[src/rtl/i2r_pkg.sv]
`timescale 1ns / 1ps
`default_nettype none
// ----------------------------------------------------------------------------
// i2r_pkg: shared types and tables for the integer to roman encoder
// Numeral table (weights and letters), ascii codes, fsm state and the
// command / status bundles between controller and datapath.
// ----------------------------------------------------------------------------
package i2r_pkg;

  localparam int NUM_W   = 12;
  localparam int SYM_W   = 7;
  localparam int ENTRIES = 13;
  localparam int IDX_W   = 4;

  localparam logic [NUM_W-1:0] MAX_VALID = 12'd3999;

  // ascii codes of the numeral letters
  localparam logic [SYM_W-1:0] CH_NONE = 7'h00;
  localparam logic [SYM_W-1:0] CH_I    = 7'h49;
  localparam logic [SYM_W-1:0] CH_V    = 7'h56;
  localparam logic [SYM_W-1:0] CH_X    = 7'h58;
  localparam logic [SYM_W-1:0] CH_L    = 7'h4C;
  localparam logic [SYM_W-1:0] CH_C    = 7'h43;
  localparam logic [SYM_W-1:0] CH_D    = 7'h44;
  localparam logic [SYM_W-1:0] CH_M    = 7'h4D;

  typedef logic [IDX_W-1:0] idx_t;
  typedef logic [NUM_W-1:0] num_t;
  typedef logic [SYM_W-1:0] sym_t;

  typedef enum logic [0:0] {
    ST_IDLE,
    ST_RUN
  } state_t;

  // controller to datapath
  typedef struct packed {
    logic load;
    logic step;
  } cmd_t;

  // datapath to controller
  typedef struct packed {
    logic out_free;
    logic step_last;
  } status_t;

  // weight of each table entry, descending
  function automatic num_t weight(input idx_t i);
    num_t w;
    case (i)
      4'd0:    w = 12'd1000;
      4'd1:    w = 12'd900;
      4'd2:    w = 12'd500;
      4'd3:    w = 12'd400;
      4'd4:    w = 12'd100;
      4'd5:    w = 12'd90;
      4'd6:    w = 12'd50;
      4'd7:    w = 12'd40;
      4'd8:    w = 12'd10;
      4'd9:    w = 12'd9;
      4'd10:   w = 12'd5;
      4'd11:   w = 12'd4;
      default: w = 12'd1;
    endcase
    return w;
  endfunction

  // first letter of each entry
  function automatic sym_t letter_a(input idx_t i);
    sym_t s;
    case (i)
      4'd0:    s = CH_M;
      4'd1:    s = CH_C;
      4'd2:    s = CH_D;
      4'd3:    s = CH_C;
      4'd4:    s = CH_C;
      4'd5:    s = CH_X;
      4'd6:    s = CH_L;
      4'd7:    s = CH_X;
      4'd8:    s = CH_X;
      4'd9:    s = CH_I;
      4'd10:   s = CH_V;
      4'd11:   s = CH_I;
      default: s = CH_I;
    endcase
    return s;
  endfunction

  // second letter of subtractive entries, none otherwise
  function automatic sym_t letter_b(input idx_t i);
    sym_t s;
    case (i)
      4'd1:    s = CH_M;
      4'd3:    s = CH_D;
      4'd5:    s = CH_C;
      4'd7:    s = CH_L;
      4'd9:    s = CH_X;
      4'd11:   s = CH_V;
      default: s = CH_NONE;
    endcase
    return s;
  endfunction

endpackage
`default_nettype wire

[src/rtl/i2r_ctrl.sv]
`timescale 1ns / 1ps
`default_nettype none
// ----------------------------------------------------------------------------
// i2r_ctrl: conversion sequencer
// Takes a number when idle, then steps the datapath one letter per cycle
// whenever the output register is free, until the final letter is issued.
// ----------------------------------------------------------------------------
module i2r_ctrl (
  input  wire              clk,
  input  wire              rst_n,
  input  wire              in_tvalid,
  output logic             in_tready,
  input  i2r_pkg::status_t status,
  output i2r_pkg::cmd_t    cmd
);
  import i2r_pkg::*;

  state_t state_r, state_nxt;

  // state register
  always_ff @(posedge clk) begin
    if (!rst_n) begin
      state_r <= ST_IDLE;
    end else begin
      state_r <= state_nxt;
    end
  end

  // next state and commands
  always_comb begin
    state_nxt = state_r;
    cmd       = '0;
    in_tready = 1'b0;
    case (state_r)
      ST_IDLE: begin
        in_tready = 1'b1;
        if (in_tvalid) begin
          cmd.load  = 1'b1;
          state_nxt = ST_RUN;
        end
      end
      ST_RUN: begin
        if (status.out_free) begin
          cmd.step = 1'b1;
          if (status.step_last) begin
            state_nxt = ST_IDLE;
          end
        end
      end
      default: begin
        state_nxt = ST_IDLE;
      end
    endcase
  end

endmodule
`default_nettype wire

[src/rtl/i2r_datapath.sv]
`timescale 1ns / 1ps
`default_nettype none
// ----------------------------------------------------------------------------
// i2r_datapath: remainder, table lookup and output register
// Picks the largest table weight not above the remainder, issues its
// letters one per step and subtracts the weight.
// ----------------------------------------------------------------------------
module i2r_datapath (
  input  wire                   clk,
  input  wire                   rst_n,
  input  i2r_pkg::cmd_t         cmd,
  output i2r_pkg::status_t      status,
  input  wire [i2r_pkg::NUM_W-1:0] number,
  output logic                  out_valid,
  input  wire                   out_ready,
  output logic [i2r_pkg::SYM_W-1:0] out_symbol,
  output logic                  out_last,
  output logic                  out_invalid
);
  import i2r_pkg::*;

  num_t rest_r, rest_nxt;
  idx_t sel_r, sel_nxt;
  logic second_r, second_nxt;
  logic invalid_r, invalid_nxt;
  logic out_valid_r, out_valid_nxt;
  sym_t sym_r;
  logic last_r, inv_r;

  idx_t sel;
  num_t rest_sub;
  sym_t step_sym;
  logic step_last;

  // largest weight not above the remainder
  always_comb begin
    sel = idx_t'(ENTRIES - 1);
    for (int k = ENTRIES - 1; k >= 0; k--) begin
      if (rest_r >= weight(idx_t'(k))) begin
        sel = idx_t'(k);
      end
    end
  end

  // letter produced by one step
  always_comb begin
    rest_sub  = rest_r - weight(sel);
    step_sym  = letter_a(sel);
    step_last = 1'b0;
    if (invalid_r) begin
      step_sym  = CH_NONE;
      step_last = 1'b1;
    end else if (second_r) begin
      step_sym  = letter_b(sel_r);
      step_last = (rest_r == '0);
    end else begin
      step_last = (letter_b(sel) == CH_NONE) && (rest_sub == '0);
    end
  end

  // working register updates
  always_comb begin
    rest_nxt    = rest_r;
    sel_nxt     = sel_r;
    second_nxt  = second_r;
    invalid_nxt = invalid_r;
    if (cmd.load) begin
      rest_nxt    = number;
      invalid_nxt = (number == '0) || (number > MAX_VALID);
      second_nxt  = 1'b0;
    end else if (cmd.step && !invalid_r) begin
      if (second_r) begin
        second_nxt = 1'b0;
      end else begin
        rest_nxt   = rest_sub;
        sel_nxt    = sel;
        second_nxt = (letter_b(sel) != CH_NONE);
      end
    end
  end

  // output register occupancy
  always_comb begin
    if (cmd.step) begin
      out_valid_nxt = 1'b1;
    end else if (out_ready) begin
      out_valid_nxt = 1'b0;
    end else begin
      out_valid_nxt = out_valid_r;
    end
  end

  // control flops
  always_ff @(posedge clk) begin
    if (!rst_n) begin
      out_valid_r <= 1'b0;
      second_r    <= 1'b0;
      invalid_r   <= 1'b0;
    end else begin
      out_valid_r <= out_valid_nxt;
      second_r    <= second_nxt;
      invalid_r   <= invalid_nxt;
    end
  end

  // payload flops
  always_ff @(posedge clk) begin
    rest_r <= rest_nxt;
    sel_r  <= sel_nxt;
    if (cmd.step) begin
      sym_r  <= step_sym;
      last_r <= step_last;
      inv_r  <= invalid_r;
    end
  end

  assign status.out_free  = !out_valid_r || out_ready;
  assign status.step_last = step_last;
  assign out_valid        = out_valid_r;
  assign out_symbol       = sym_r;
  assign out_last         = last_r;
  assign out_invalid      = inv_r;

endmodule
`default_nettype wire

[src/rtl/integer_to_roman_encoder_top.sv]
`timescale 1ns / 1ps
`default_nettype none
// ----------------------------------------------------------------------------
// integer_to_roman_encoder_top: integer to roman numeral encoder
// Converts 1..3999 to a run of ascii letters, most significant first, with
// tlast on the final letter; 0 and values above 3999 give one invalid result.
//
//   channel | direction | contents
//   in_     | slave     | tdata[11:0] number
//   out_    | master    | tdata[6:0] symbol, tlast last, tuser invalid
//
// Within a number one letter leaves per cycle while out_tready is high; a number
// gives as many letters as its numeral has (1 to 15), after its load step.
// A new number is taken once the last letter of the previous one is in the
// output register, while that letter still waits to be taken.
// out_tready low holds the output register and pauses the conversion.
// Reset (rst_n low, synchronous) returns to idle with no pending result.
// ----------------------------------------------------------------------------
module integer_to_roman_encoder_top (
  input  wire        clk,
  input  wire        rst_n,
  input  wire        in_tvalid,
  output logic       in_tready,
  input  wire [15:0] in_tdata,   // [11:0] number, [15:12] zero
  output logic       out_tvalid,
  input  wire        out_tready,
  output logic [7:0] out_tdata,  // [6:0] symbol, [7] zero
  output logic       out_tlast,
  output logic       out_tuser   // [0] invalid
);
  import i2r_pkg::*;

  cmd_t    cmd;
  status_t status;
  sym_t    symbol;

  // sequencer
  i2r_ctrl u_ctrl (
    .clk       (clk),
    .rst_n     (rst_n),
    .in_tvalid (in_tvalid),
    .in_tready (in_tready),
    .status    (status),
    .cmd       (cmd)
  );

  // remainder, lookup and output register
  i2r_datapath u_datapath (
    .clk         (clk),
    .rst_n       (rst_n),
    .cmd         (cmd),
    .status      (status),
    .number      (in_tdata[NUM_W-1:0]),
    .out_valid   (out_tvalid),
    .out_ready   (out_tready),
    .out_symbol  (symbol),
    .out_last    (out_tlast),
    .out_invalid (out_tuser)
  );

  assign out_tdata = {1'b0, symbol};

endmodule
`default_nettype wire

[config.mk]
export PLATFORM = sky130hd
export DESIGN_NAME = integer_to_roman_encoder_top
export DESIGN_NICKNAME = d
export VERILOG_FILES = /design/src/rtl/i2r_pkg.sv /design/src/rtl/i2r_ctrl.sv /design/src/rtl/i2r_datapath.sv /design/src/rtl/integer_to_roman_encoder_top.sv
export SDC_FILE = /design/constraint.sdc
export NUM_CORES = 1
export LEC_CHECK = 0
export BUFFER_PORTS_ARGS = -buffer_cell sky130_fd_sc_hd__buf_2
export CORE_AREA = 2 2 65 83
export CTS_CLUSTER_DIAMETER = 200
export DETAILED_ROUTE_END_ITERATION = 7
export DIE_AREA = 0 0 67 85
export PLACE_DENSITY = 0.71
export SYNTH_ARGS = -nofsm -noshare
export SYNTH_HDL_FRONTEND = slang
export SYNTH_SLANG_ARGS = --single-unit
[constraint.sdc]
create_clock -name clk -period 4.9 [get_ports clk]
set_input_delay 0.49 -clock clk [delete_from_list [all_inputs] [get_ports clk]]
set_output_delay 0.49 -clock clk [all_outputs]
set_load 0.01 [all_outputs]
* Word-level counts from Yosys, hierarchy flattened
Memory sizes are Yosys's and may differ from the RTL's.
Cells that the tools add are included.
** Word-level totals
- Logic and storage cells :: 93
- Memories kept :: 2
- Input port bits :: 20
- Latch bits :: 0
- Memory bits (read-only) :: 240
- Output and inout port bits :: 12
- RAM bits :: 0
- Register bits :: 29
** Memory list
- (no name shown) :: depth 16, width 10, rd ports 1, clocked after Yosys merged registers in 0, write ports 0, line i2r_pkg.sv:51 : case (i)
- (no name shown) :: depth 16, width 5, rd ports 1, clocked after Yosys merged registers in 0, write ports 0, line i2r_pkg.sv:72 : case (i)
** Cells by class
- Muxes and demuxes :: 35
- Divide/modulo/power cells :: 0
- Bitwise logic cells :: 4
- Add/subtract/negate cells :: 1
- Multipliers :: 0
- Equal/unequal tests :: 13
- Reductions and logical operators :: 16
- Shift-type cells :: 0
- Order comparisons :: 13
** Operators by type and width (count)
- case mux 7 bit (6 select lines) :: 2
- logical NOT 12 bit :: 3
- 2-to-1 mux 12 bit :: 3
- 2-to-1 mux 7 bit :: 5
- 2-to-1 mux 4 bit :: 8
- >= comparator 12 x 10 -> 1 bit, second input constant :: 2
- >= comparator 12 x 3 -> 1 bit, second input constant :: 2
- >= comparator 12 x 4 -> 1 bit, second input constant :: 2
- >= comparator 12 x 6 -> 1 bit, second input constant :: 2
- >= comparator 12 x 7 -> 1 bit, second input constant :: 2
- >= comparator 12 x 9 -> 1 bit, second input constant :: 2
- == test 4 x 3 -> 1 bit, second input constant :: 4
- == test 4 bit, second input constant :: 4
- > comparator 12 bit, second input constant :: 1
- 2-to-1 mux 1 bit :: 12
- 2-to-1 mux 3 bit :: 4
- subtractor 12 bit :: 1
- == test 4 x 1 -> 1 bit, second input constant :: 2
- == test 4 x 2 -> 1 bit, second input constant :: 2
- logical NOT 7 bit :: 1
- nonzero test 7 bit :: 1
- NOT 1 bit :: 4
- nonzero test 2 bit :: 2
- AND reduction 3 bit :: 1
- 7 further kinds :: 10

* Depth between registers and ports, before layout
- Depth after elaboration :: 24
- Depth in mapped cells :: 20
- Mapped depth without buffers :: 19

* Modules after synthesis
From an unflattened synthesis, not the netlist that was laid out.
** Second synthesis, totals
- Cells, all modules :: 273
- Area, all modules :: 2409.8 um2
** By module, submodules not included
- i2r_datapath :: area each 2343.5 um2, instances 1, cells an instance 265, seq. area each 780.7 um2
- i2r_ctrl :: area each 55.1 um2, instances 1, cells an instance 6, seq. area each 20.0 um2
- integer_to_roman_encoder_top :: area each 11.3 um2, instances 1, cells an instance 2, seq. area each 0.0 um2

* Least setup slack after synthesis
No wires, ideal clock.
- Path type :: reg-to-reg
- Start point :: reg u_datapath.rest_r[2]
- End point :: reg u_ctrl.state_r
- Data required time :: 4780 ps
- Data arrival time :: 4795 ps
- Library setup time :: 120 ps
- Stages on the path, launching flop included :: 20
- Clock period less this slack :: 4915 ps
- Path buffers :: 1
- Setup slack :: -15 ps
- Path through :: edfxtp_1 clkbuf_1 or3b_2 a211oi_1 o22ai_1 o21ai_0 nor2b_1 nor2_1 or2_2 ha_1 nor2_1 o21a_1 ha_1 nor2b_1 o21a_1 or3_1 a2111oi_4 nand4_1 or4b_1 o31a_1
** Between the ends
- Cells in the longest elaborated chain, start to end :: 24
- Elaborated cells between the ends (all ways) :: 44
- Those cells by class :: 1 x add/sub; 12 x order compare; 6 x eq/ne; 20 x mux; 4 x reduce/logical; 1 x memory
** Ends and longest elaborated chain
- start: declaration :: line i2r_datapath.sv:22 : num_t rest_r, rest_nxt;
- start signal: assignment :: line i2r_datapath.sv:108 : rest_r <= rest_nxt;
- parallel branches: the longest is 19 deep, another holds >= comparator 12 x 3 -> 1 bit
- 2-to-1 mux 1 bit (*) :: line i2r_datapath.sv:53 : end else if (second_r) begin
- 2-to-1 mux 1 bit (*) :: line i2r_datapath.sv:50 : if (invalid_r) begin
- 2-to-1 mux 1 bit (*) :: line i2r_ctrl.sv:45 : if (status.step_last) begin
- 2-to-1 mux 1 bit (*) :: line i2r_ctrl.sv:43 : if (status.out_free) begin
- case mux 1 bit (2 select lines) (*) :: line i2r_ctrl.sv:34 : case (state_r)
- end signal: assignment :: line i2r_ctrl.sv:25 : state_r <= state_nxt;
- end: declaration :: line i2r_ctrl.sv:18 : state_t state_r, state_nxt;
Mark *: on every way between the ends. The select of a mux whose other input is x is not followed.
A chain may end at the register's enable or synchronous reset.

* Final worst setup path
- Start point :: reg u_datapath.rest_r[6]
- End point :: reg u_ctrl.state_r
Same word-level chain as after synthesis.

==> summary.md <==
| Metric | Value |
|---|---|
| DR vias | `2,352` |
| TritonCTS clock tree | `done` |
| Clock-pin slew on the worst setup and hold paths | `100 ps` |
| Crit start category | `flip-flop` |
| Cts hold-fix bufs | `0` |
| DRT Wirelength | `6260 um` |
| Slew @ Worst Pin | `708 ps` |
| Largest net degree at the start of global routing | `21` |
| Max VDD drop | `0.452 mV` |
| Clk_skew | `4.39 ps` |
| DRT antenna net count | `0` |
| Clock buffer depth | `2` |
| Power Dens Cells | `a little under 600 nW/um^2` |
| First-pass GRT wire length | `10,500 um` |
| #FFs+latches synth | `28` |
| Crit path capture type | `flip-flop` |
| Cell count after synthesis | `281` |
| Core area | `4930 um^2` |
| Mean Syn Cell Area | `8.44 um^2` |
| Initial core utilization | `48.1%` |
| Final Core Density | `58.7%` |
| Status | `finished clean` |
| DP Cell Count | `386` |
| Finished Cell Area | `2900 um^2` |
| Syn. warnings | `0` |
| Nets | `367` |
| Slowest stage delay, CP | `510 ps` |
| Relative slew margins | `52.4%` |
| IO Pins | `32` |
| CTS H-tree lvls | `1` |
| CP max stage cell | `or4b_4` |
| Port bufs | `25` |
| Pre-CTS WS | `-151 ps` |
| Crit path buf inv count | `1` |
| Ant. Diodes | `0` |
| Global route overflow | `0` |
| Crit path kind | `flip-flop to flip-flop` |
| Crit path arrival time | `4900 ps` |
| Post-detail-place hpwl | `4840 um` |
| Area Overhead vs Synth | `22.2%` |
| Routed wire per std cell | `~16 um` |
| Minimum clock period | `4720 ps` |
| Final worst slack | `around 180 ps` |
| Final Hold Viols | `0` |
| Die width | `67 um` |
| Worst path depth | `17` |
| Number of max-cap violations | `0` |
| Yosys cell types | `a little under 60` |
| Die Y | `85 um` |
| DRT iter0 DRCs | `140` |
| Hold Crit Class | `primary input to flip-flop` |
| Sink Count | `28` |
| Number of synthesized flops with an enable pin | `24` |
| Commonest cells after routing, fill and taps aside | `nand2_1 (40), buf_4 (30), nor2_1 (27)` |
| Post-synth top flop | `edfxtp_1` |
| Via/cell ratio | `6.00` |
| Lkg Pwr | `between 1 and 1.5 nW` |
| Register area | `between 800 and 900 um^2` |
| Pwr Total | `1.73 mW` |
| Critical-path cell list | `or3_4, or3_4, nand4_1, nand2_1, inv_1, nand2_1, ha_4, nor2_2, o21a_1, ha_1, nor2b_2, o21a_1, or3_4, a2111oi_4, nand4_1, or4b_4, o31a_1` |
| Area of the multi-input gates | `1560 um^2` |
| Crit path max fanout | `6` |
| WHS Path Cells | `2` |
| CP Data Required Time | `between 5000 and 6000 ps` |
| Commonest non-fill, non-tap cell in the layout | `nand2_1` |
| Share of cells above drive strength 1 | `26.4%` |
| Initial antenna violation count | `0` |
| Cells on worst reg2reg path | `17` |
| Layout Cells excl Fill | `slightly below 400` |
| Placer Congestion | `1.01` |
| Cell repeated most along the worst path | `or3_4` |
| Endpoints failing setup | `0` |
| Standard-cell rows | `29` |
| Fraction of registers with async set/reset | `0%` |
| Drt drc | `0` |
| Root Driver | `clkbuf_8` |
| Crit path max-delay family | `simple AND/OR/NAND/NOR gates` |
| First-pass detailed-route iteration total | `5` |
| CTS buffer count | `3` |
| Die area | `5700 um^2` |
| Clock Latency Late Sink | `280 ps` |
| Max Freq | `212 MHz` |
| DP Area | `2730 um^2` |
| Vias in the first global route | `2,302` |
| # fillers | `459` |
| Period utilization | `96.2%` |
| Synthesized cell area | `2370 um^2` |
| Slew Viols, Final | `0` |
| Post-synthesis sequential area ratio | `between 30% and 40%` |
| Overall Global Routing Usage | `23.5%` |
-- timing repair --
item / 4_1_cts / 5_1_grt
pin swaps: 1 / 5
buffers inserted: 0 / 2
gates cloned: 0 / 0
endpoints found under the setup margin: 2 / 2
resized for setup: 8 / 12
-- logic make-up after synthesis --
group,count (synthesis),synth area share [%]
and+or+nand+nor,123,25.7
AOI/OAI and AO/OA,82,24.1
DFF,28,33.8
buffers and inverters,22,4.11
adders and majority gates,16,8.76
xor gates and xnor gates,8,2.95
other,1,0.158
muxes,1,0.475
-- synthesized netlist by cell type, types with 2 or more instances --
cell       instances  area [um^2]
or3_1              3         18.8
xnor2_1            4         35.0
o2111ai_1          2         17.5
a221o_1            2         20.0
a31oi_1            3         18.8
o21ai_0           22          110
nand3b_1           4         30.0
nand4_1            3         18.8
edfxtp_1          24          721
buf_4              2         15.0
clkbuf_1           8         30.0
nand2_1           40          150
ha_1              15          188
nor4_1             5         31.3
o31a_1             2         17.5
or2_2              3         18.8
nor2_1            28          105
and3_1             2         12.5
nor3_1             9         45.0
inv_1             11         41.3
o211ai_1           4         30.0
nand3_1            8         40.0
o22ai_1            2         12.5
nor2b_1            3         18.8
dfxtp_1            4         80.1
a21oi_1           17         85.1
a211oi_1           3         22.5
xor2_1             4         35.0
a21o_2             2         17.5
o21a_1             4         30.0
a21o_1             4         30.0
nand2b_1           6         37.5
or3_4              2         22.5
-- power breakdown --
part           internal (mW)  switching (mW)  total (mW)  leakage [nW]
combinational          0.528           0.617        1.14         0.909
sequential             0.345          0.0493       0.394         0.264
clock                  0.110          0.0783       0.188        0.0357
total                  0.982           0.745        1.73          1.21
-- final timing paths --
kind | startpoint | to | slack (ps)
worst min-delay path | rst_n | u_datapath.invalid_r | 470
worst min register to register | u_datapath.out_valid | u_datapath.out_valid | 520
worst max-delay path | u_datapath.rest_r[6] | u_ctrl.state_r | 180
worst max register to register | u_datapath.rest_r[6] | u_ctrl.state_r | 180
-- worst register-to-register path: stages (launching register included) --
cell	delay [ps]
edfxtp_1	400
or3_4	430
or3_4	400
nand4_1	140
nand2_1	90
inv_1	140
nand2_1	200
ha_4	340
nor2_2	40
o21a_1	190
ha_1	290
nor2b_2	170
o21a_1	180
or3_4	350
a2111oi_4	350
nand4_1	150
or4b_4	510
o31a_1	240
-- cell type report --
type / instances / area share [%]
clock buffers: 3 / 1.42
inverters: 11 / 1.42
well taps: 62 / 2.68
clock inverters: 1 / 1.04
multi-input cells: 232 / 53.7
repair buffers: 55 / 12.1
flip-flops and latches: 28 / 27.6
-- per-layer routing --
layer  vias to the layer above  GRT usage (%)  part of all wire [%]
li1                       1143              -                     -
met1                      1112           27.3                    39
met2                        72           42.4                    53
met3                        25           1.46                   4.1
met4                         0           11.7                   3.6
met5                         -              0                     0
-- flip-flops by register name, indices dropped and copies added (netlist names) --
name / flops
u_ctrl.state_r: 1
u_datapath.invalid_r: 1
u_datapath.out_symbol: 6
u_datapath.rest_r: 12
u_datapath.second_r: 1
u_datapath.out_valid: 1
u_datapath.sel_r: 4
u_datapath.out_last: 1
u_datapath.out_invalid: 1
-- metrics by stage --
stage	setup TNS, ps	hold WS, ps
3_5_place_dp	-276	510
5_1_grt	-3.52	472
2_1_floorplan	0	443
4_1_cts	0	465
6_report	0	465
3_3_place_gp	-12.8	495
Power figures use the tool's default switching activity.
